File: config.mk
export PLATFORM = sky130hd
export DESIGN_NAME = voxel_face_cull_stream
export DESIGN_NICKNAME = d
export VERILOG_FILES = /design/src/hw/rtl/vfc_pkg.sv /design/src/hw/rtl/vfc_cell.sv /design/src/hw/rtl/vfc_window.sv /design/src/hw/rtl/vfc_judge.sv /design/src/hw/rtl/voxel_face_cull_stream.sv
export SDC_FILE = /design/constraint.sdc
export NUM_CORES = 2
export LEC_CHECK = 0
export BUFFER_PORTS_ARGS = -buffer_cell sky130_fd_sc_hd__buf_2
export CAP_MARGIN = 20
export CORE_MARGIN = 2
export CORE_UTILIZATION = 58
export CTS_BUF_LIST = sky130_fd_sc_hd__clkbuf_2 sky130_fd_sc_hd__clkbuf_4 sky130_fd_sc_hd__clkbuf_8
export DETAILED_ROUTE_END_ITERATION = 16
export GPL_TIMING_DRIVEN = 0
export MAX_ROUTING_LAYER = met4
export PLACE_DENSITY = 0.79
export REMOVE_ABC_BUFFERS = 1
export SLEW_MARGIN = 10
export SYNTH_ARGS = -nofsm -noshare
export SYNTH_HDL_FRONTEND = slang
export SYNTH_HIERARCHICAL = 1
export SYNTH_SLANG_ARGS = --single-unit
File: constraint.sdc
create_clock -name clk -period 156.7 [get_ports clk]
set_clock_uncertainty 0.1 [all_clocks]
set_input_delay 31.34 -clock clk [delete_from_list [all_inputs] [get_ports clk]]
set_output_delay 31.34 -clock clk [all_outputs]
set_load 0.005 [all_outputs]
File: src/hw/rtl/vfc_pkg.sv
// Shared constants, types and structs of the voxel face cull stream.
`timescale 1ns / 1ps

package vfc_pkg;

    localparam int SIDE       = 16;
    localparam int TYPE_BITS  = 8;
    localparam int PLANE      = SIDE * SIDE;
    localparam int VOLUME     = PLANE * SIDE;
    localparam int CELLS      = 2 * PLANE;          // newest entry comes straight from the input
    localparam int STREAM_LEN = VOLUME + PLANE;
    localparam int POS_W      = $clog2(STREAM_LEN);
    localparam int LOC_W      = (SIDE > 1) ? $clog2(SIDE) : 1;
    localparam int CFG_W      = 12;
    localparam int IDX_W      = 2;
    localparam int COORD_W    = 16;
    localparam int KIND_W     = 8;
    localparam int IN_W       = 8;

    localparam logic [IDX_W-1:0] REG_CHUNK_X = 2'd0;
    localparam logic [IDX_W-1:0] REG_CHUNK_Y = 2'd1;
    localparam logic [IDX_W-1:0] REG_CHUNK_Z = 2'd2;

    typedef logic [TYPE_BITS-1:0] type_t;
    typedef logic [LOC_W-1:0]     loc_t;
    typedef logic [COORD_W-1:0]   coord_t;

    // Window view after the current shift: center block and its six neighbors.
    typedef struct packed {
        type_t center;
        type_t x_lo;
        type_t x_hi;
        type_t y_lo;
        type_t y_hi;
        type_t z_lo;
        type_t z_hi;
    } taps_t;

    // Local coordinates of the judged block.
    typedef struct packed {
        logic judging;
        loc_t lx;
        loc_t ly;
        loc_t lz;
    } place_t;

    typedef struct packed {
        logic                visible;
        coord_t              world_x;
        coord_t              world_y;
        coord_t              world_z;
        logic [KIND_W-1:0]   kind;
        logic                chunk_end;
    } result_t;

endpackage

File: src/hw/rtl/vfc_cell.sv
// One window cell: a block type register that takes its neighbor's value on shift.
`timescale 1ns / 1ps

module vfc_cell
(
    input  logic           clk,
    input  logic           shift,
    input  vfc_pkg::type_t d,
    output vfc_pkg::type_t q
);

    vfc_pkg::type_t val_reg;

    always_ff @(posedge clk)
    begin
        if (shift)
        begin
            val_reg <= d;
        end
    end

    assign q = val_reg;

endmodule

File: src/hw/rtl/vfc_window.sv
// Delay window: chain of cells with fixed taps at the center and six neighbors.
`timescale 1ns / 1ps

module vfc_window
(
    input  logic            clk,
    input  logic            shift,
    input  vfc_pkg::type_t  din,
    output vfc_pkg::taps_t  taps
);

    vfc_pkg::type_t q [vfc_pkg::CELLS];

    genvar i;
    generate
        for (i = 0; i < vfc_pkg::CELLS; i++)
        begin : g_cell
            if (i == 0)
            begin : g_head
                vfc_cell u_cell
                (
                    .clk   (clk),
                    .shift (shift),
                    .d     (din),
                    .q     (q[i])
                );
            end
            else
            begin : g_body
                vfc_cell u_cell
                (
                    .clk   (clk),
                    .shift (shift),
                    .d     (q[i-1]),
                    .q     (q[i])
                );
            end
        end
    endgenerate

    // Post-shift entry k is cell k-1 today; entry 0 is the incoming item.
    always_comb
    begin
        taps.center = q[vfc_pkg::PLANE - 1];
        taps.x_lo   = q[vfc_pkg::PLANE];
        taps.x_hi   = q[vfc_pkg::PLANE - 2];
        taps.y_lo   = q[vfc_pkg::PLANE + vfc_pkg::SIDE - 1];
        taps.y_hi   = q[vfc_pkg::PLANE - vfc_pkg::SIDE - 1];
        taps.z_lo   = q[vfc_pkg::CELLS - 1];
        taps.z_hi   = din;
    end

endmodule

File: src/hw/rtl/vfc_judge.sv
// Face exposure test and world coordinate forming for the judged block.
`timescale 1ns / 1ps

module vfc_judge
(
    input  vfc_pkg::taps_t   taps,
    input  vfc_pkg::place_t  place,
    input  vfc_pkg::coord_t  base_x,
    input  vfc_pkg::coord_t  base_y,
    input  vfc_pkg::coord_t  base_z,
    output vfc_pkg::result_t res
);

    localparam vfc_pkg::loc_t LOC_MAX = vfc_pkg::LOC_W'(vfc_pkg::SIDE - 1);

    logic exposed;
    logic last;

    always_comb
    begin
        // Border neighbors count as air.
        exposed = (place.lx == '0)      || (taps.x_lo == '0) ||
                  (place.lx == LOC_MAX) || (taps.x_hi == '0) ||
                  (place.ly == '0)      || (taps.y_lo == '0) ||
                  (place.ly == LOC_MAX) || (taps.y_hi == '0) ||
                  (place.lz == '0)      || (taps.z_lo == '0) ||
                  (place.lz == LOC_MAX) || (taps.z_hi == '0);
        last = (place.lx == LOC_MAX) && (place.ly == LOC_MAX) && (place.lz == LOC_MAX);

        res = '0;
        if (place.judging)
        begin
            res.visible   = (taps.center != '0) && exposed;
            res.world_x   = base_x + vfc_pkg::COORD_W'(place.lx);
            res.world_y   = base_y + vfc_pkg::COORD_W'(place.ly);
            res.world_z   = base_z + vfc_pkg::COORD_W'(place.lz);
            res.kind      = vfc_pkg::KIND_W'(taps.center);
            res.chunk_end = last;
        end
    end

endmodule

File: src/hw/rtl/voxel_face_cull_stream.sv
// Top level of the voxel face cull stream: position count, window, judge, output skid.
`timescale 1ns / 1ps
// A result is registered as its item is accepted; into the skid if the output stalls.
// One item per cycle unless in_stall; the window shifts once per accepted item.
// Each chunk is SIDE^3 block items followed by SIDE^2 drain items; the first SIDE^2
// results of a chunk are all zero, the rest judge the block SIDE^2 items back.
// Reset (rst_n low, asynchronous) clears position, chunk registers and valids;
// window cells are not reset since stale entries are always masked at the chunk border.

module voxel_face_cull_stream
(
    input  logic                          clk,
    input  logic                          rst_n,

    input  logic                          cfg_we,
    input  logic [vfc_pkg::IDX_W-1:0]     cfg_index,
    input  logic [vfc_pkg::CFG_W-1:0]     cfg_data,

    input  logic                          in_valid,
    output logic                          in_stall,
    input  logic [vfc_pkg::IN_W-1:0]      block_type,

    output logic                          out_valid,
    input  logic                          out_stall,
    output logic                          visible,
    output logic signed [vfc_pkg::COORD_W-1:0] world_x,
    output logic signed [vfc_pkg::COORD_W-1:0] world_y,
    output logic signed [vfc_pkg::COORD_W-1:0] world_z,
    output logic [vfc_pkg::KIND_W-1:0]    kind,
    output logic                          chunk_end
);

    localparam vfc_pkg::loc_t LOC_MAX = vfc_pkg::LOC_W'(vfc_pkg::SIDE - 1);
    localparam logic [vfc_pkg::POS_W-1:0] POS_PLANE  = vfc_pkg::POS_W'(vfc_pkg::PLANE);
    localparam logic [vfc_pkg::POS_W-1:0] POS_VOLUME = vfc_pkg::POS_W'(vfc_pkg::VOLUME);
    localparam logic [vfc_pkg::POS_W-1:0] POS_LAST   = vfc_pkg::POS_W'(vfc_pkg::STREAM_LEN - 1);

    // ------------------------------------------------------------------
    // Chunk base registers: chunk coordinate times SIDE, kept pre-scaled.
    // ------------------------------------------------------------------
    vfc_pkg::coord_t base_x_reg, base_y_reg, base_z_reg;
    vfc_pkg::coord_t cfg_ext;
    vfc_pkg::coord_t cfg_scaled;

    assign cfg_ext    = {{(vfc_pkg::COORD_W - vfc_pkg::CFG_W){cfg_data[vfc_pkg::CFG_W-1]}},
                         cfg_data};
    assign cfg_scaled = vfc_pkg::COORD_W'(cfg_ext * vfc_pkg::COORD_W'(vfc_pkg::SIDE));

    always_ff @(posedge clk or negedge rst_n)
    begin
        if (!rst_n)
        begin
            base_x_reg <= '0;
            base_y_reg <= '0;
            base_z_reg <= '0;
        end
        else if (cfg_we)
        begin
            case (cfg_index)
                vfc_pkg::REG_CHUNK_X: base_x_reg <= cfg_scaled;
                vfc_pkg::REG_CHUNK_Y: base_y_reg <= cfg_scaled;
                vfc_pkg::REG_CHUNK_Z: base_z_reg <= cfg_scaled;
                default:              ;  // index beyond the register list
            endcase
        end
    end

    // ------------------------------------------------------------------
    // Position within the chunk stream and local coordinates of the
    // block being judged.
    // ------------------------------------------------------------------
    logic                          in_acc;
    logic [vfc_pkg::POS_W-1:0]     pos_reg, pos_next;
    vfc_pkg::loc_t                 lx_reg, ly_reg, lz_reg;
    vfc_pkg::loc_t                 lx_next, ly_next, lz_next;
    logic                          judging;
    vfc_pkg::type_t                incoming;

    assign in_acc   = in_valid && !in_stall;
    assign judging  = (pos_reg >= POS_PLANE);
    // Drain items shift air into the window.
    assign incoming = (pos_reg < POS_VOLUME) ? vfc_pkg::type_t'(block_type) : '0;

    always_comb
    begin
        pos_next = (pos_reg == POS_LAST) ? '0 : pos_reg + 1'b1;
        lx_next  = lx_reg;
        ly_next  = ly_reg;
        lz_next  = lz_reg;
        if (judging)
        begin
            lx_next = (lx_reg == LOC_MAX) ? '0 : lx_reg + 1'b1;
            if (lx_reg == LOC_MAX)
            begin
                ly_next = (ly_reg == LOC_MAX) ? '0 : ly_reg + 1'b1;
                if (ly_reg == LOC_MAX)
                begin
                    lz_next = (lz_reg == LOC_MAX) ? '0 : lz_reg + 1'b1;
                end
            end
        end
    end

    always_ff @(posedge clk or negedge rst_n)
    begin
        if (!rst_n)
        begin
            pos_reg <= '0;
            lx_reg  <= '0;
            ly_reg  <= '0;
            lz_reg  <= '0;
        end
        else if (in_acc)
        begin
            pos_reg <= pos_next;
            lx_reg  <= lx_next;
            ly_reg  <= ly_next;
            lz_reg  <= lz_next;
        end
    end

    // ------------------------------------------------------------------
    // Window chain and judge. The judge sees the window as it stands
    // after this item's shift, so the result is ready at the accept edge.
    // ------------------------------------------------------------------
    vfc_pkg::taps_t   taps;
    vfc_pkg::place_t  place;
    vfc_pkg::result_t res;

    vfc_window u_window
    (
        .clk   (clk),
        .shift (in_acc),
        .din   (incoming),
        .taps  (taps)
    );

    always_comb
    begin
        place.judging = judging;
        place.lx      = lx_reg;
        place.ly      = ly_reg;
        place.lz      = lz_reg;
    end

    vfc_judge u_judge
    (
        .taps   (taps),
        .place  (place),
        .base_x (base_x_reg),
        .base_y (base_y_reg),
        .base_z (base_z_reg),
        .res    (res)
    );

    // ------------------------------------------------------------------
    // Output register plus skid entry. in_stall is registered: it rises
    // only once the skid holds an item, so a stalled output still lets
    // one more item in.
    // ------------------------------------------------------------------
    logic             out_valid_reg;
    logic             skid_valid_reg;
    vfc_pkg::result_t out_data_reg;
    vfc_pkg::result_t skid_data_reg;
    logic             out_take;

    assign out_take = out_valid_reg && !out_stall;

    always_ff @(posedge clk or negedge rst_n)
    begin
        if (!rst_n)
        begin
            out_valid_reg  <= 1'b0;
            skid_valid_reg <= 1'b0;
        end
        else if (skid_valid_reg)
        begin
            if (out_take)
            begin
                skid_valid_reg <= 1'b0;
            end
        end
        else if (in_acc)
        begin
            if (!out_valid_reg || out_take)
            begin
                out_valid_reg <= 1'b1;
            end
            else
            begin
                skid_valid_reg <= 1'b1;
            end
        end
        else if (out_take)
        begin
            out_valid_reg <= 1'b0;
        end
    end

    always_ff @(posedge clk)
    begin
        if (skid_valid_reg)
        begin
            if (out_take)
            begin
                out_data_reg <= skid_data_reg;
            end
        end
        else if (in_acc)
        begin
            if (!out_valid_reg || out_take)
            begin
                out_data_reg <= res;
            end
            else
            begin
                skid_data_reg <= res;
            end
        end
    end

    assign in_stall  = skid_valid_reg;
    assign out_valid = out_valid_reg;
    assign visible   = out_data_reg.visible;
    assign world_x   = out_data_reg.world_x;
    assign world_y   = out_data_reg.world_y;
    assign world_z   = out_data_reg.world_z;
    assign kind      = out_data_reg.kind;
    assign chunk_end = out_data_reg.chunk_end;

endmodule

==> results.md <==
- Capturing element type of the critical path: register
- Pin count of the biggest net entering global routing: around 120
- GPL Wtd Cong: around 0.75
- Leakage power total: 0.0492 uW
- Top-count cell post-synth: sky130_fd_sc_hd__edfxtp_1
- Hold buffers post-CTS: 0
- Longest Clk Path Bufs: 4
- Fill cell total of the finished layout: around 13000
- Detailed route wirelength on metal2: approximately 74000 um
- Initial DRC count: between 4000 and 5000
- Resized cells post-CTS: 0
- Area of all sequential standard cells: around 0.13 mm2
- Max_cap viols: 0
- Max-slew headroom: -1.23%
- Maximum fanout encountered on the critical timing path: approximately 110
- Maximum vdd drop: 15.3 uV
- Remaining global-route overflow: 0
- Arrival time at the worst endpoint: 34.38 ns
- CP max stage cell: sky130_fd_sc_hd__buf_16
- Global-route usage over all layers: 15.0%
- Sequential fraction of the synthesis area: a little over nine tenths
- I/O pin total: 87
- Number of enable flip-flop cells after synthesis: roughly 4200
- TritonCTS clock tree: built
- Core Area: between 0.2 and 0.25 mm2
- Final worst-path cycle share: about 22%
- Clock tree root buffer cell: sky130_fd_sc_hd__clkbuf_8
- Final setup violation count: 0
- Post-Place Setup Slack: 121.83 ns
- Commonest cells in the synthesized netlist: sky130_fd_sc_hd__edfxtp_1 (4212), sky130_fd_sc_hd__mux2_2 (98), sky130_fd_sc_hd__dfrtp_1 (63)
- Setup CP Type: in2reg
- Clock buffers created by TritonCTS: 635
- Max Slew Vio Count: 22
- Ranking of synthesized cells by area: sky130_fd_sc_hd__edfxtp_1 (96%), sky130_fd_sc_hd__dfrtp_1 (1.2%), sky130_fd_sc_hd__mux2_2 (0.84%)
- Unrepaired setup endpoints after global routing: false
- Global-route wire length before repair: between 200000 and 300000 um
- Cell chain of the critical path: buf_2 -> nand2b_1 -> clkinv_4 -> buf_16 -> buf_16 -> buf_16 -> buf_16 -> buf_16
- Number of global-route vias before repair: ~46000
- Most Frequent Cell on Critical Path: sky130_fd_sc_hd__buf_16
- Mean instance size in the synthesized netlist: around 28 um2
- Nets: approximately 5600
- Number of hold violations in the final report: 0
- Syn-to-layout area delta: 13.2%
- Total length of routed wires: about 170000 um
- Hold-critical path depth: 0
- Antenna Nets Post-Route: 0
- Ys flop type: sky130_fd_sc_hd__edfxtp_1
- DP HPWL: 78500 um
- Synthesized area: roughly 0.13 mm2
- H-Tree Level Count: 6
- First-pass iteration count of the detailed router: 5
- Area of the multi-input gates: around 0.0034 mm2
- Routed wire length on met3: about 9000 um
- Power density normalized to cell area: 18.2 mW/mm2
- Floorplan die width: 480 um
- Synth area leader: sky130_fd_sc_hd__edfxtp_1
- Kind of start point of the critical path: input pin
- Accumulated negative setup slack: 0 ns
- Insertion delay to the later sink of the worst-skew pair: between 1 and 1.5 ns
- Post-synth ARST share: 1.47%
- Average via count per standard cell: around 5
- Violations in the final reports: max-slew violations
- Detailed-route wire length per cell: 19.1 um
- Detailed-route DRC error count: 0
- M1 WL: roughly 84000 um
- Min Tclk post-route: 33.82 ns
- Endpoint required time on the critical path: around 160 ns
- Slack of the critical path: between 100 and 150 ns
- CTS Sinks: approximately 4300
- Cell class contributing the biggest share of worst-path delay: buffers and inverters
- Buffers & Inverters on Critical Path: 7
- Cells on worst reg2reg path: 7
- Transition time of the tightest slew-check pin: 1.52 ns
- Share of cells above drive strength 1: 20.0%
- Initial standard-cell utilization of the core: between 50% and 60%
- Fraction of post-synthesis cell area in the top cell type by area: 96.1%
- F_max: just under 30 MHz
- Total Die Area: 0.231 mm2
- Antenna violations before repair: 7
- Buffer count from post-CTS setup fixing: 0
- Count of buffers from port buffering: 86
- DR vias: between 40000 and 50000
- Yosys warning total: 6
- CP max stage delay: 0.45 ns
- Number of stages on the worst setup path: 8
- Top metal layer carrying routed signals: met4
- Clock transition at the registers of the reported paths: approximately 0.060 ns
- Yosys reg bits: around 4300
- Number of distinct standard cells referenced by the synthesized netlist: between 50 and 60
- Cells after Synth: about 4800
- Number of placement rows: about 170
- Status: finished, violations left
- Height of the die: ~480 um
- Number of flip-flops in the largest register: 4088
- Tightest Hold Check Type: reg2reg
## cell families after synthesis
| kind of cell | share of synthesized area [%] |
|---|---|
| multiplexers | 0.884 |
| AO/OA/AOI/OAI | 0.490 |
| adder cells (fa/ha/maj) | 0.207 |
| XOR/XNOR | 0.140 |
| AND/OR/NAND/NOR | 0.811 |
| other | 0.00285 |
| buffers and inverters | 0.156 |
| flip-flops | 97.3 |
## worst paths after layout
kind	start	slack, ns	endpoint
max	in_valid	122.88	u_window/g_cell[476].g_body.u_cell/q[4]$_DFFE_PP_
min	u_window/g_cell[435].g_body.u_cell/q[1]$_DFFE_PP_	0.25	u_window/g_cell[436].g_body.u_cell/q[1]$_DFFE_PP_
max reg2reg	in_stall$_DFF_PN0_	152.54	u_window/g_cell[476].g_body.u_cell/q[4]$_DFFE_PP_
min reg2reg	u_window/g_cell[435].g_body.u_cell/q[1]$_DFFE_PP_	0.25	u_window/g_cell[436].g_body.u_cell/q[1]$_DFFE_PP_
max in group asynchronous	rst_n	125.76	base_x_reg[5]$_DFFE_PN0P_
min in group asynchronous	rst_n	30.13	lx_reg[3]$_DFFE_PN0P_
## cell type report
type / instances / area share [%]
Multi-Input combinational cell: 446 / 2.29
Inverter: 16 / 0.0437
Timing Repair Buffer: 135 / 1.17
Clock buffer: 839 / 6.96
Antenna cell: 7 / 0.0118
Clock inverter: 261 / 1.04
Sequential cell: 4275 / 86.0
Tap cell: 2992 / 2.51
## report_power, final
part | total (uW) | internal, uW | leakage, uW | switching (uW)
Clock | 848 | 452 | 0.00629 | 396
Sequential | 1700 | 1620 | 0.0406 | 83.4
Combinational | 155 | 32.0 | 0.00229 | 123
Total | 2700 | 2100 | 0.0492 | 602
## placed cells by master, fill, tap and decap left out, types with 14 or more instances in the layout
cell type                    instances
sky130_fd_sc_hd__clkinvlp_4         16
sky130_fd_sc_hd__clkbuf_8          650
sky130_fd_sc_hd__buf_16             45
sky130_fd_sc_hd__mux2_2             98
sky130_fd_sc_hd__o31ai_1            14
sky130_fd_sc_hd__buf_2              85
sky130_fd_sc_hd__ha_1               17
sky130_fd_sc_hd__clkinv_1          157
sky130_fd_sc_hd__dfrtp_1            62
sky130_fd_sc_hd__nand3_1            17
sky130_fd_sc_hd__and2_1             17
sky130_fd_sc_hd__xnor2_1            14
sky130_fd_sc_hd__conb_1             15
sky130_fd_sc_hd__nor4_1             23
sky130_fd_sc_hd__edfxtp_1         4212
sky130_fd_sc_hd__nor2_1             19
sky130_fd_sc_hd__nand2_1            28
sky130_fd_sc_hd__inv_1              14
sky130_fd_sc_hd__a21oi_1            37
sky130_fd_sc_hd__o21ai_0            21
sky130_fd_sc_hd__clkbuf_4          189
sky130_fd_sc_hd__clkinv_2           58
## routing by layer
| metal | up-vias | GRT usage, % |
|---|---|---|
| li1 | 20976 | - |
| met1 | 23698 | 22.9 |
| met2 | 1175 | 19.7 |
| met3 | 339 | 3.75 |
| met4 | 0 | 5.60 |
| met5 | - | - |
## per-stage QoR
stage | utilization (%) | std cells | hold slack, ns | instance area (um2) | total power [uW]
2_1_floorplan | - | 4737 | 0.300 | 132000 | 2870
3_3_place_gp | 60.3 | 7815 | 0.301 | 136000 | 3220
3_5_place_dp | 60.9 | 7864 | 0.305 | 137000 | 1880
4_1_cts | 66.2 | 8964 | 0.231 | 149000 | 2740
5_1_grt | 66.2 | 8970 | 0.259 | 149000 | 2820
6_report | 66.2 | 8971 | 0.251 | 149000 | 2700
No activity file was read; power rests on OpenSTA's default activity.
